[config.mk]
export PLATFORM = sky130hd
export DESIGN_NAME = apdu_command_framer_top
export DESIGN_NICKNAME = d
export VERILOG_FILES = /design/src/rtl/acf_pkg.sv /design/src/rtl/apdu_command_framer_top.sv /design/src/rtl/acf_front.sv /design/src/rtl/acf_queue.sv /design/src/rtl/acf_back.sv
export VERILOG_INCLUDE_DIRS = /design/src /design/src/rtl
export SDC_FILE = /design/constraint.sdc
export NUM_CORES = 1
export LEC_CHECK = 0
export BUFFER_PORTS_ARGS = -buffer_cell sky130_fd_sc_hd__buf_2
export CORE_MARGIN = 4
export CORE_UTILIZATION = 40
export DETAILED_ROUTE_END_ITERATION = 10
export GPL_ROUTABILITY_DRIVEN = 1
export GPL_TIMING_DRIVEN = 0
export PLACE_DENSITY = 0.56
export SLEW_MARGIN = 20
export SYNTH_ARGS = -nofsm -noshare
export SYNTH_HDL_FRONTEND = slang
export SYNTH_SLANG_ARGS = --single-unit
[constraint.sdc]
create_clock -name clk -period 6.01 [get_ports clk]
set_input_delay 0.9015 -clock clk [delete_from_list [all_inputs] [get_ports clk]]
set_output_delay 0.9015 -clock clk [all_outputs]
set_load 0.02 [all_outputs]
[src/rtl/apdu_command_framer_top_macros.svh]
// Assertion macros shared by the framer's checking code.
`ifndef APDU_COMMAND_FRAMER_TOP_MACROS_SVH
`define APDU_COMMAND_FRAMER_TOP_MACROS_SVH

// Check that holds only outside reset.
`define ACF_ASSERT(label, prop, msg) \
  label: assert property (@(posedge clk) disable iff (!rst_n) prop) else $error(msg);

// Check that must also hold across reset.
`define ACF_ASSERT_ALWAYS(label, prop, msg) \
  label: assert property (@(posedge clk) prop) else $error(msg);

`endif

[src/rtl/acf_pkg.sv]
package acf_pkg;

  // Default depth of the job queue between front and back.
  localparam int unsigned ACF_QUEUE_DEPTH = 4;

  // Most bytes one input word can produce (extended header).
  localparam int unsigned ACF_MAX_BYTES = 7;

  // Input word kinds.
  localparam logic OP_START = 1'b0;
  localparam logic OP_DATA  = 1'b1;

  // ISO 7816-4 command cases.
  localparam logic [2:0] CASE_1       = 3'd0;
  localparam logic [2:0] CASE_2S      = 3'd1;
  localparam logic [2:0] CASE_2E      = 3'd2;
  localparam logic [2:0] CASE_3S      = 3'd3;
  localparam logic [2:0] CASE_3E      = 3'd4;
  localparam logic [2:0] CASE_4S      = 3'd5;
  localparam logic [2:0] CASE_4E      = 3'd6;
  localparam logic [2:0] CASE_INVALID = 3'd7;

  // Result status codes.
  localparam logic [1:0] ST_OK        = 2'd0;
  localparam logic [1:0] ST_LIMIT     = 2'd1;
  localparam logic [1:0] ST_BAD_CASE  = 2'd2;
  localparam logic [1:0] ST_NO_CMD    = 2'd3;

  // Configuration register indexes.
  localparam logic [1:0] REG_MAX_SEND_SHORT = 2'd0;
  localparam logic [1:0] REG_MAX_SEND_EXT   = 2'd1;
  localparam logic [1:0] REG_MAX_RECV_SHORT = 2'd2;
  localparam logic [1:0] REG_MAX_RECV_EXT   = 2'd3;

  // One classified input word: the bytes it emits and how to flag the last one.
  typedef struct packed {
    logic [ACF_MAX_BYTES-1:0][7:0] bytes;
    logic [2:0]                    count;
    logic                          fin;
    logic [1:0]                    status;
    logic [16:0]                   total;
  } acf_job_t;

endpackage

[src/rtl/apdu_command_framer_top.sv]
// ISO 7816-4 command APDU framer. A start word (tuser 0) carries the case,
// CLA, INS, P1, P2, Lc and Le; if the lengths pass the configured limits the
// block sends the header with a short or 00 hi lo extended Lc or Le, then
// passes exactly Lc data words (tuser 1) and appends the short or extended
// Le. Each output word is one frame byte; tlast marks the final byte, which
// also carries the total frame length. A limit violation, an unknown case,
// or data with no open command gives one output word with nonzero status
// and tlast. Input is taken at one word per cycle while the job queue
// (QueueDepth entries) has room. The output side emits one byte per cycle
// while out_tready is high, so an accepted start word yields 4 to 7 bytes,
// a rejected word 1, and a data word 1 to 3; sustained throughput is set
// by that serializer. Limit registers reset to 255, 65535, 256 and 65535.
`include "apdu_command_framer_top_macros.svh"

module apdu_command_framer_top #(
  parameter int unsigned QueueDepth = acf_pkg::ACF_QUEUE_DEPTH
) (
  input  logic        clk,
  input  logic        rst_n,
  input  logic        cfg_we,
  input  logic [1:0]  cfg_addr,
  input  logic [15:0] cfg_wdata,
  input  logic        in_tvalid,
  output logic        in_tready,
  // iso_case, class_byte, instruction_byte, param_one, param_two,
  // command_length, expected_length, data_byte, zero fill
  input  logic [79:0] in_tdata,
  // op
  input  logic        in_tuser,
  output logic        out_tvalid,
  input  logic        out_tready,
  // out_byte, frame_length, zero fill
  output logic [31:0] out_tdata,
  // status
  output logic [1:0]  out_tuser,
  output logic        out_tlast
);
  import acf_pkg::*;

  acf_job_t    new_job;
  acf_job_t    head_job;
  logic        accept;
  logic        q_full;
  logic        q_valid;
  logic        q_pop;
  logic [7:0]  out_byte;
  logic [16:0] frame_length;

  assign in_tready = !q_full;
  assign accept    = in_tvalid && in_tready;

  acf_front u_front (
    .clk              (clk),
    .rst_n            (rst_n),
    .cfg_we           (cfg_we),
    .cfg_addr         (cfg_addr),
    .cfg_wdata        (cfg_wdata),
    .accept           (accept),
    .op               (in_tuser),
    .iso_case         (in_tdata[2:0]),
    .class_byte       (in_tdata[10:3]),
    .instruction_byte (in_tdata[18:11]),
    .param_one        (in_tdata[26:19]),
    .param_two        (in_tdata[34:27]),
    .command_length   (in_tdata[50:35]),
    .expected_length  (in_tdata[66:51]),
    .data_byte        (in_tdata[74:67]),
    .job              (new_job)
  );

  acf_queue #(
    .Depth (QueueDepth)
  ) u_queue (
    .clk       (clk),
    .rst_n     (rst_n),
    .push      (accept),
    .push_job  (new_job),
    .pop       (q_pop),
    .full      (q_full),
    .not_empty (q_valid),
    .head      (head_job)
  );

  acf_back u_back (
    .clk        (clk),
    .rst_n      (rst_n),
    .head_valid (q_valid),
    .head       (head_job),
    .pop        (q_pop),
    .out_valid  (out_tvalid),
    .out_ready  (out_tready),
    .out_byte   (out_byte),
    .out_last   (out_tlast),
    .out_status (out_tuser),
    .out_length (frame_length)
  );

  assign out_tdata = {7'd0, frame_length, out_byte};

  // Nothing is presented right after a reset cycle.
  `ACF_ASSERT_ALWAYS(a_idle_after_reset, !rst_n |=> !out_tvalid, "output valid after reset")

  // Error words end the frame and carry no byte and no length.
  `ACF_ASSERT(a_error_shape,
              out_tvalid && out_tuser != ST_OK |-> out_tlast && out_tdata == 32'd0,
              "malformed error word")

  // Frame length appears only on the final byte.
  `ACF_ASSERT(a_length_on_last,
              out_tvalid && !out_tlast |-> out_tdata[24:8] == 17'd0,
              "frame length before last byte")

endmodule

[src/rtl/acf_front.sv]
module acf_front (
  input  logic              clk,
  input  logic              rst_n,
  input  logic              cfg_we,
  input  logic [1:0]        cfg_addr,
  input  logic [15:0]       cfg_wdata,
  input  logic              accept,
  input  logic              op,
  input  logic [2:0]        iso_case,
  input  logic [7:0]        class_byte,
  input  logic [7:0]        instruction_byte,
  input  logic [7:0]        param_one,
  input  logic [7:0]        param_two,
  input  logic [15:0]       command_length,
  input  logic [15:0]       expected_length,
  input  logic [7:0]        data_byte,
  output acf_pkg::acf_job_t job
);
  import acf_pkg::*;

  // Limit registers.
  logic [7:0]  max_send_short_r;
  logic [15:0] max_send_ext_r;
  logic [8:0]  max_recv_short_r;
  logic [15:0] max_recv_ext_r;

  // Open command state.
  logic        open_r, open_nxt;
  logic [2:0]  case_r, case_nxt;
  logic [15:0] le_r, le_nxt;
  logic [15:0] rem_r, rem_nxt;
  logic [16:0] total_r, total_nxt;

  logic        has_data;
  logic        bad;
  logic [2:0]  hdr_len;
  logic [1:0]  trl_len;
  logic [16:0] start_total;

  // Configuration writes.
  always_ff @(posedge clk) begin
    if (!rst_n) begin
      max_send_short_r <= 8'hFF;
      max_send_ext_r   <= 16'hFFFF;
      max_recv_short_r <= 9'd256;
      max_recv_ext_r   <= 16'hFFFF;
    end else if (cfg_we) begin
      case (cfg_addr)
        REG_MAX_SEND_SHORT: max_send_short_r <= cfg_wdata[7:0];
        REG_MAX_SEND_EXT:   max_send_ext_r   <= cfg_wdata;
        REG_MAX_RECV_SHORT: max_recv_short_r <= cfg_wdata[8:0];
        REG_MAX_RECV_EXT:   max_recv_ext_r   <= cfg_wdata;
        default: ;
      endcase
    end
  end

  // Length checks and frame length of a start word.
  always_comb begin
    has_data = (iso_case >= CASE_3S) && (iso_case != CASE_INVALID);
    bad = 1'b0;
    if (iso_case == CASE_2S || iso_case == CASE_4S)
      bad = bad || (expected_length > {7'd0, max_recv_short_r});
    if (iso_case == CASE_2E || iso_case == CASE_4E)
      bad = bad || (expected_length > max_recv_ext_r);
    if (iso_case == CASE_3S || iso_case == CASE_4S)
      bad = bad || (command_length > {8'd0, max_send_short_r})
                || (command_length > 16'd255);
    if (iso_case == CASE_3E || iso_case == CASE_4E)
      bad = bad || (command_length > max_send_ext_r);
    if (has_data && command_length == 16'd0)
      bad = 1'b1;

    case (iso_case)
      CASE_2S, CASE_3S, CASE_4S: hdr_len = 3'd5;
      CASE_2E, CASE_3E, CASE_4E: hdr_len = 3'd7;
      default:                   hdr_len = 3'd4;
    endcase
    case (iso_case)
      CASE_4S: trl_len = 2'd1;
      CASE_4E: trl_len = 2'd2;
      default: trl_len = 2'd0;
    endcase
    start_total = 17'(hdr_len) + 17'(trl_len)
                + (has_data ? {1'b0, command_length} : 17'd0);
  end

  // Classify the word into the bytes it produces and the next command state.
  always_comb begin
    open_nxt   = open_r;
    case_nxt   = case_r;
    le_nxt     = le_r;
    rem_nxt    = rem_r;
    total_nxt  = total_r;
    job.bytes  = '0;
    job.count  = 3'd1;
    job.fin    = 1'b0;
    job.status = ST_OK;
    job.total  = total_r;

    if (op == OP_DATA) begin
      if (!open_r || rem_r == 16'd0) begin
        job.fin    = 1'b1;
        job.status = ST_NO_CMD;
        job.total  = 17'd0;
        open_nxt   = 1'b0;
        rem_nxt    = 16'd0;
      end else begin
        rem_nxt      = rem_r - 16'd1;
        job.bytes[0] = data_byte;
        if (rem_r == 16'd1) begin
          // Final data byte: close the command and append any Le trailer.
          open_nxt = 1'b0;
          job.fin  = 1'b1;
          case (case_r)
            CASE_4S: begin
              job.bytes[1] = le_r[7:0];
              job.count    = 3'd2;
            end
            CASE_4E: begin
              job.bytes[1] = le_r[15:8];
              job.bytes[2] = le_r[7:0];
              job.count    = 3'd3;
            end
            default: ;
          endcase
        end
      end
    end else begin
      // A start word always drops whatever command was open.
      open_nxt = 1'b0;
      rem_nxt  = 16'd0;
      if (iso_case == CASE_INVALID) begin
        job.fin    = 1'b1;
        job.status = ST_BAD_CASE;
        job.total  = 17'd0;
      end else if (bad) begin
        job.fin    = 1'b1;
        job.status = ST_LIMIT;
        job.total  = 17'd0;
      end else begin
        job.bytes[0] = class_byte;
        job.bytes[1] = instruction_byte;
        job.bytes[2] = param_one;
        job.bytes[3] = param_two;
        job.count    = 3'd4;
        job.total    = start_total;
        case (iso_case)
          CASE_1: job.fin = 1'b1;
          CASE_2S: begin
            job.bytes[4] = expected_length[7:0];
            job.count    = 3'd5;
            job.fin      = 1'b1;
          end
          CASE_2E: begin
            job.bytes[5] = expected_length[15:8];
            job.bytes[6] = expected_length[7:0];
            job.count    = 3'd7;
            job.fin      = 1'b1;
          end
          CASE_3S, CASE_4S: begin
            job.bytes[4] = command_length[7:0];
            job.count    = 3'd5;
          end
          default: begin
            job.bytes[5] = command_length[15:8];
            job.bytes[6] = command_length[7:0];
            job.count    = 3'd7;
          end
        endcase
        if (has_data) begin
          open_nxt  = 1'b1;
          case_nxt  = iso_case;
          le_nxt    = expected_length;
          rem_nxt   = command_length;
          total_nxt = start_total;
        end
      end
    end
  end

  // State advances only on an accepted word.
  always_ff @(posedge clk) begin
    if (!rst_n) begin
      open_r  <= 1'b0;
      case_r  <= CASE_1;
      le_r    <= 16'd0;
      rem_r   <= 16'd0;
      total_r <= 17'd0;
    end else if (accept) begin
      open_r  <= open_nxt;
      case_r  <= case_nxt;
      le_r    <= le_nxt;
      rem_r   <= rem_nxt;
      total_r <= total_nxt;
    end
  end

endmodule

[src/rtl/acf_queue.sv]
module acf_queue #(
  parameter int unsigned Depth = acf_pkg::ACF_QUEUE_DEPTH
) (
  input  logic              clk,
  input  logic              rst_n,
  input  logic              push,
  input  acf_pkg::acf_job_t push_job,
  input  logic              pop,
  output logic              full,
  output logic              not_empty,
  output acf_pkg::acf_job_t head
);
  import acf_pkg::*;

  localparam int unsigned PtrW = (Depth > 1) ? $clog2(Depth) : 1;
  localparam int unsigned CntW = $clog2(Depth + 1);

  acf_job_t            slot_r [Depth];
  logic [PtrW-1:0]     wr_ptr_r, wr_ptr_nxt;
  logic [PtrW-1:0]     rd_ptr_r, rd_ptr_nxt;
  logic [CntW-1:0]     count_r, count_nxt;

  assign full      = (count_r == CntW'(Depth));
  assign not_empty = (count_r != '0);
  assign head      = slot_r[rd_ptr_r];

  // Pointer wrap works for any depth, not only powers of two.
  always_comb begin
    wr_ptr_nxt = wr_ptr_r;
    rd_ptr_nxt = rd_ptr_r;
    count_nxt  = count_r;
    if (push)
      wr_ptr_nxt = (wr_ptr_r == PtrW'(Depth - 1)) ? '0 : wr_ptr_r + PtrW'(1);
    if (pop)
      rd_ptr_nxt = (rd_ptr_r == PtrW'(Depth - 1)) ? '0 : rd_ptr_r + PtrW'(1);
    if (push && !pop)
      count_nxt = count_r + CntW'(1);
    else if (pop && !push)
      count_nxt = count_r - CntW'(1);
  end

  always_ff @(posedge clk) begin
    if (!rst_n) begin
      wr_ptr_r <= '0;
      rd_ptr_r <= '0;
      count_r  <= '0;
    end else begin
      wr_ptr_r <= wr_ptr_nxt;
      rd_ptr_r <= rd_ptr_nxt;
      count_r  <= count_nxt;
    end
  end

  // Job storage needs no reset.
  always_ff @(posedge clk) begin
    if (push)
      slot_r[wr_ptr_r] <= push_job;
  end

endmodule

[src/rtl/acf_back.sv]
module acf_back (
  input  logic              clk,
  input  logic              rst_n,
  input  logic              head_valid,
  input  acf_pkg::acf_job_t head,
  output logic              pop,
  output logic              out_valid,
  input  logic              out_ready,
  output logic [7:0]        out_byte,
  output logic              out_last,
  output logic [1:0]        out_status,
  output logic [16:0]       out_length
);
  import acf_pkg::*;

  logic [2:0]  idx_r, idx_nxt;
  logic        valid_r, valid_nxt;
  logic [7:0]  byte_r;
  logic        last_r;
  logic [1:0]  status_r;
  logic [16:0] length_r;
  logic        load;
  logic        final_byte;

  assign out_valid  = valid_r;
  assign out_byte   = byte_r;
  assign out_last   = last_r;
  assign out_status = status_r;
  assign out_length = length_r;

  // Move one head-job byte per cycle into the output register while it is free.
  assign load       = head_valid && (!valid_r || out_ready);
  assign final_byte = (idx_r == head.count - 3'd1);
  assign pop        = load && final_byte;

  always_comb begin
    idx_nxt   = idx_r;
    valid_nxt = valid_r;
    if (load) begin
      idx_nxt   = final_byte ? 3'd0 : idx_r + 3'd1;
      valid_nxt = 1'b1;
    end else if (out_ready) begin
      valid_nxt = 1'b0;
    end
  end

  always_ff @(posedge clk) begin
    if (!rst_n) begin
      idx_r   <= 3'd0;
      valid_r <= 1'b0;
    end else begin
      idx_r   <= idx_nxt;
      valid_r <= valid_nxt;
    end
  end

  // Output word payload.
  always_ff @(posedge clk) begin
    if (load) begin
      byte_r   <= head.bytes[idx_r];
      last_r   <= final_byte && head.fin;
      status_r <= head.status;
      length_r <= (final_byte && head.fin && head.status == ST_OK) ? head.total : 17'd0;
    end
  end

endmodule
## Word-level counts from Yosys, hierarchy flattened

Memory sizes are Yosys's and may differ from the RTL's. A register that Yosys moved wholly into a read port is not among the register bits.
Cells that the tools add are included.

| word-level totals | value |
|---|---|
| register bits | 141 |
| bits in writable memories | 316 |
| logic and storage cells | 152 |
| input bits | 104 |
| latch bits | 0 |
| output and inout bits | 37 |
| bits in read-only memories | 0 |
| memories kept | 1 |

| cells by class | value |
|---|---|
| divide/modulo/power cells | 0 |
| equality and inequality tests | 19 |
| shift-type cells | 0 |
| reductions and logical operators | 43 |
| multiplexer cells | 52 |
| multiply operators | 0 |
| bitwise operators | 3 |
| magnitude comparators | 7 |
| add/subtract/negate cells | 9 |

Memories:

| name | depth | width | rd ports | clocked after memory_dff | wr ports | line | RTL |
|---|---|---|---|---|---|---|---|
| u_queue.slot_r | 4 | 79 | 1 | 1 | 1 | acf_queue.sv:18 | `acf_job_t slot_r [Depth];` |

Operators by type and width:

| kind | number |
|---|---|
| 2-to-1 mux 59 bit | 2 |
| 2-to-1 mux 16 bit | 7 |
| 2-to-1 mux 47 bit | 1 |
| > comparator 16 bit | 2 |
| logical NOT 16 bit | 2 |
| 2-to-1 mux 32 bit | 1 |
| one-hot mux 16 bit (2 select lines) | 1 |
| one-hot mux 8 bit (2 select lines) | 2 |
| 2-to-1 mux 27 bit | 1 |
| binary-select mux 8 bit (select 3 bit) | 1 |
| == test 3 bit (second input constant) | 7 |
| 2-to-1 mux 20 bit | 1 |
| 2-to-1 mux 1 bit | 19 |
| 2-to-1 mux 19 bit | 1 |
| adder 17 bit | 1 |
| 2-to-1 mux 17 bit | 1 |
| == test 16 x 1 -> 1 bit (second input constant) | 1 |
| > comparator 16 x 8 -> 1 bit | 1 |
| > comparator 16 x 8 -> 1 bit (second input constant) | 1 |
| > comparator 16 x 9 -> 1 bit | 1 |
| 2-to-1 mux 8 bit | 2 |
| one-hot mux 2 bit (2 select lines) | 4 |
| subtractor 16 x 1 -> 16 bit (second input constant) | 1 |
| logical OR 1 bit | 10 |
| 28 further kinds | 62 |

## Depth between registers and ports, before layout

| depth | value |
|---|---|
| word-level depth | 14 |
| mapped depth | 18 |
| depth with buffers taken out | 15 |

## By module

Synthesis repeated with hierarchy kept, for this count alone.

| second synthesis, totals | value |
|---|---|
| cell total of the unflattened synthesis | 1518 |
| area total of the unflattened synthesis | 20711.1 um^2 |

Modules (own cells, without submodules):

| module | area each (um^2) | times used | cells each | sequential area each (um^2) |
|---|---|---|---|---|
| acf_queue | 11843.9 | 1 | 457 | 9669.3 |
| acf_front | 7123.1 | 1 | 918 | 2042.0 |
| acf_back | 1677.9 | 1 | 133 | 920.9 |
| apdu_command_framer_top | 66.3 | 1 | 10 | 0.0 |

## Worst setup path before layout

Ideal clock, no wire load.

| path | value |
|---|---|
| path kind | register to register |
| start | register with a tool-made name |
| end | register u_queue.count_r[2] |
| clock period less this slack | 4174 ps |
| library setup time | 70 ps |
| path buffers | 4 |
| slack | 1836 ps |
| data arrival time | 4104 ps |
| cell stages (with the launch flop) | 18 |
| required time | 5940 ps |
| cell sequence | dfxtp_1 buf_2 buf_2 buf_1 buf_2 mux4_2 inv_1 ha_1 xor2_1 nand3_1 nor2_1 inv_1 ha_1 inv_1 fa_1 xor2_1 or3_1 a21oi_1 |

RTL lines:

| item | line | RTL |
|---|---|---|
| end signal: assignment | acf_queue.sv:50 | `count_r <= count_nxt;` |
| end: declaration | acf_queue.sv:21 | `logic [CntW-1:0] count_r, count_nxt;` |

==> results_dict.tcl <==
set metrics [dict create \
    wl_per_cell_um 23.1 \
    p_total_mw 9.42 \
    path_common_cell "clkbuf_1" \
    dp_cells 2324 \
    tns_ps 0 \
    drc_errors 0 \
    crit_path_max_fanout 10 \
    hold_path_class "reg -> reg" \
    synth_flop_cell "edfxtp_1" \
    synth-seq-cells 459 \
    synth_cells 1515 \
    die_h_um 235 \
    maxSlewViolCount 0 \
    grt.total_usage 0.198 \
    setup_viol 0 \
    ctsRootBufferMaster "clkbuf_16" \
    grt_overflow 0 \
    worst_slew_pin_slew_ps 1020 \
    max_freq_mhz 189 \
    die_area_um2 55300 \
    clk_latency_ps 600 \
    ys_async_sr_fraction 0 \
    drt_wl_total_mm 55.8 \
    layout_commonest_cell "edfxtp_1" \
    worstSetupPathType "reg -> reg" \
    ir_worst_vdd_mv 0.252 \
    fin_nets 1876 \
    grt_pass1_vias 13603 \
    hold_viol 0 \
    leakage_nw 8.77 \
    final_core_util 0.476 \
    slowest_delay_ps 710 \
    post_cts_resized 0 \
    path_delay_family "buffers and inverters" \
    worstPathRequired_ps 6520 \
    ioPinCount 141 \
    final_cell_mix "344 x edfxtp_1, 139 x buf_2, 135 x nand2_1" \
    status "finished clean" \
    cts_setup_buffers 0 \
    die_w_um 235 \
    seq_area_frac_synth 0.612 \
    synth_cell_type_count 71 \
    numCtsBuffers 50 \
    hold_buffers 0 \
    antenna_found_initial 2 \
    max-cap-violations 0 \
    hp-start "u_front.le_r[8]" \
    cts_buffer_depth 3 \
    start_util 0.408 \
    whs_ps 461 \
    drive_above_1_share 0.204 \
    end_kind "flop" \
    synth-edff-count 344 \
    diodes 0 \
    cts.sinks 459 \
    yosysWarnings 0 \
    path_clk_slew_ps 60 \
    slowest_stage "clkbuf_1" \
    place_hpwl_mm 39.0 \
    drt-vias-per-instance 5.61 \
    rsz0062_at_grt "false" \
    fin_crit_sh 0.882 \
    path_buf_inv 7 \
    vias 13560 \
    path_cells "clkbuf_1, clkbuf_1, clkbuf_1, clkbuf_1, mux4_2, inv_1, ha_1, xor2_1, nand3_1, nor2_1, inv_1, ha_1, inv_1, fa_1, xor2_1, or3_1, a21oi_1" \
    grt_pass1_wl_mm 84.7 \
    htreeDepth 2 \
    rows 82 \
    critPathLaunchType "flop" \
    drtPass1Iterations 5 \
    finalNonFillerCells 2418 \
    relSlewSlack 0.317 \
    portBuffers 125 \
    synthesis.area_um2 20600 \
    period_needed_ps 5300 \
    grt_max_degree 44 \
    first_iter_violations 1203 \
    arrival_ps 5810 \
    core_um2 50600 \
    ant_nets 0 \
    fin_skew_ps 32.2 \
    p_per_area_nw_per_um2 391 \
    syn_area_per_cell_um2 13.6 \
    gp_congestion 0.914 \
    syn2layout_area_growth_pct 16.7 \
    tritoncts "yes" \
]
==> per-stage QoR <==
stage | setup slack, ps | area [um2]
3_5_place_dp | 629 | 22300
4_1_cts | 653 | 24100
5_1_grt | 387 | 24100
2_1_floorplan | 1840 | 20700
3_3_place_gp | 140 | 22100
6_report | 711 | 24100
==> cell families (layout without fill, tap and decap cells) <==
family,Yosys count,after routing,share of synthesized area
flops,459,459,0.612
simple gates,357,357,0.0864
compound gates,282,282,0.0904
buf+inv,184,409,0.0380
mux,133,133,0.118
fa+ha+maj,68,68,0.0420
xor+xnor,31,31,0.0132
other cells,1,7,0.000182
==> state kept, by name, summed over array words and instances (netlist names), 9 cells and up, named ones only <==
signal,flops
u_queue.slot_r,316
u_back.out_length,17
u_front.total_r,17
u_front.le_r,16
u_front.max_recv_ext_r,16
u_front.max_send_ext_r,16
u_front.rem_r,16
u_front.max_recv_short_r,9
==> synth_stat cells (3+ instances only) <==
cell type  count  share of area
ha_1          66          0.040
or4_4          3         0.0016
o31a_1         3         0.0013
o31ai_1        5         0.0018
clkbuf_1      59          0.011
mux4_2        87          0.095
nor2_1        56          0.010
a211oi_1       6         0.0022
nand4_1       13         0.0039
and4_1         3         0.0013
nor3b_1        3         0.0011
and2_1        20         0.0061
buf_6          4         0.0022
o21ai_1        7         0.0017
a21oi_1       68          0.016
mux2i_1       38          0.018
o21ai_0       57          0.014
xor2_1        11         0.0047
nand3_1       40         0.0097
o22ai_1        8         0.0024
a22oi_1       23         0.0084
inv_1         86          0.016
a32oi_1        4         0.0017
or3_1          4         0.0012
buf_2         13         0.0032
dfxtp_1      115           0.11
edfxtp_1     344           0.50
nor4_1        15         0.0045
mux2_2         8         0.0044
buf_1         11         0.0020
nor2b_1        8         0.0024
and3_1        23         0.0070
a22o_1        26          0.011
o211ai_1      44          0.016
nand2_1      135          0.025
a32o_1         5         0.0024
a21o_1         5         0.0018
buf_4          8         0.0029
nand2b_1       4         0.0012
nor3_1        16         0.0039
xnor2_1       20         0.0085
==> worst paths after layout <==
| check | slack [ps] | cells past startpoint | endpoint |
|---|---|---|---|
| hold reg to reg | 460 | 2 | u_front.le_r[8] |
| setup reg to reg | 710 | 17 | u_queue.count_r[2] |
| setup / recovery | 710 | 17 | u_queue.count_r[2] |
| hold / removal | 460 | 2 | u_front.le_r[8] |
==> worst min-delay path, delay by kind of cell, from the launching register on <==
family / cells / cell delay, ps
AND/OR/NAND/NOR: 1 / 50
multiplexers: 1 / 50
flip-flops: 1 / 310
==> per-layer routing <==
metal,track usage,routed length [um],vias up,part of all wire
met1,0.290,25700,6844,0.46
li1,-,-,6162,-
met4,0.0573,1440,4,0.026
met2,0.309,25400,465,0.45
met5,0,25,-,0.00045
met3,0.0308,3330,85,0.060
==> layout make-up <==
| cell class | instances | area (um2) |
|---|---|---|
| repair buffers | 131 | 783 |
| clock inverters | 34 | 442 |
| multi-input cells | 878 | 7270 |
| plain buffers | 96 | 449 |
| clock buffers | 60 | 1330 |
| well taps | 672 | 841 |
| inverters | 88 | 335 |
| fillers | 4463 | 26500 |
| flip-flops and latches | 459 | 12600 |
==> power breakdown <==
part | switching (mW) | internal (mW)
Combinational | 1.29 | 0.897
Sequential | 0.112 | 3.84
Clock | 1.27 | 2.01
Total | 2.67 | 6.75
(Power assumes the default switching activity.)
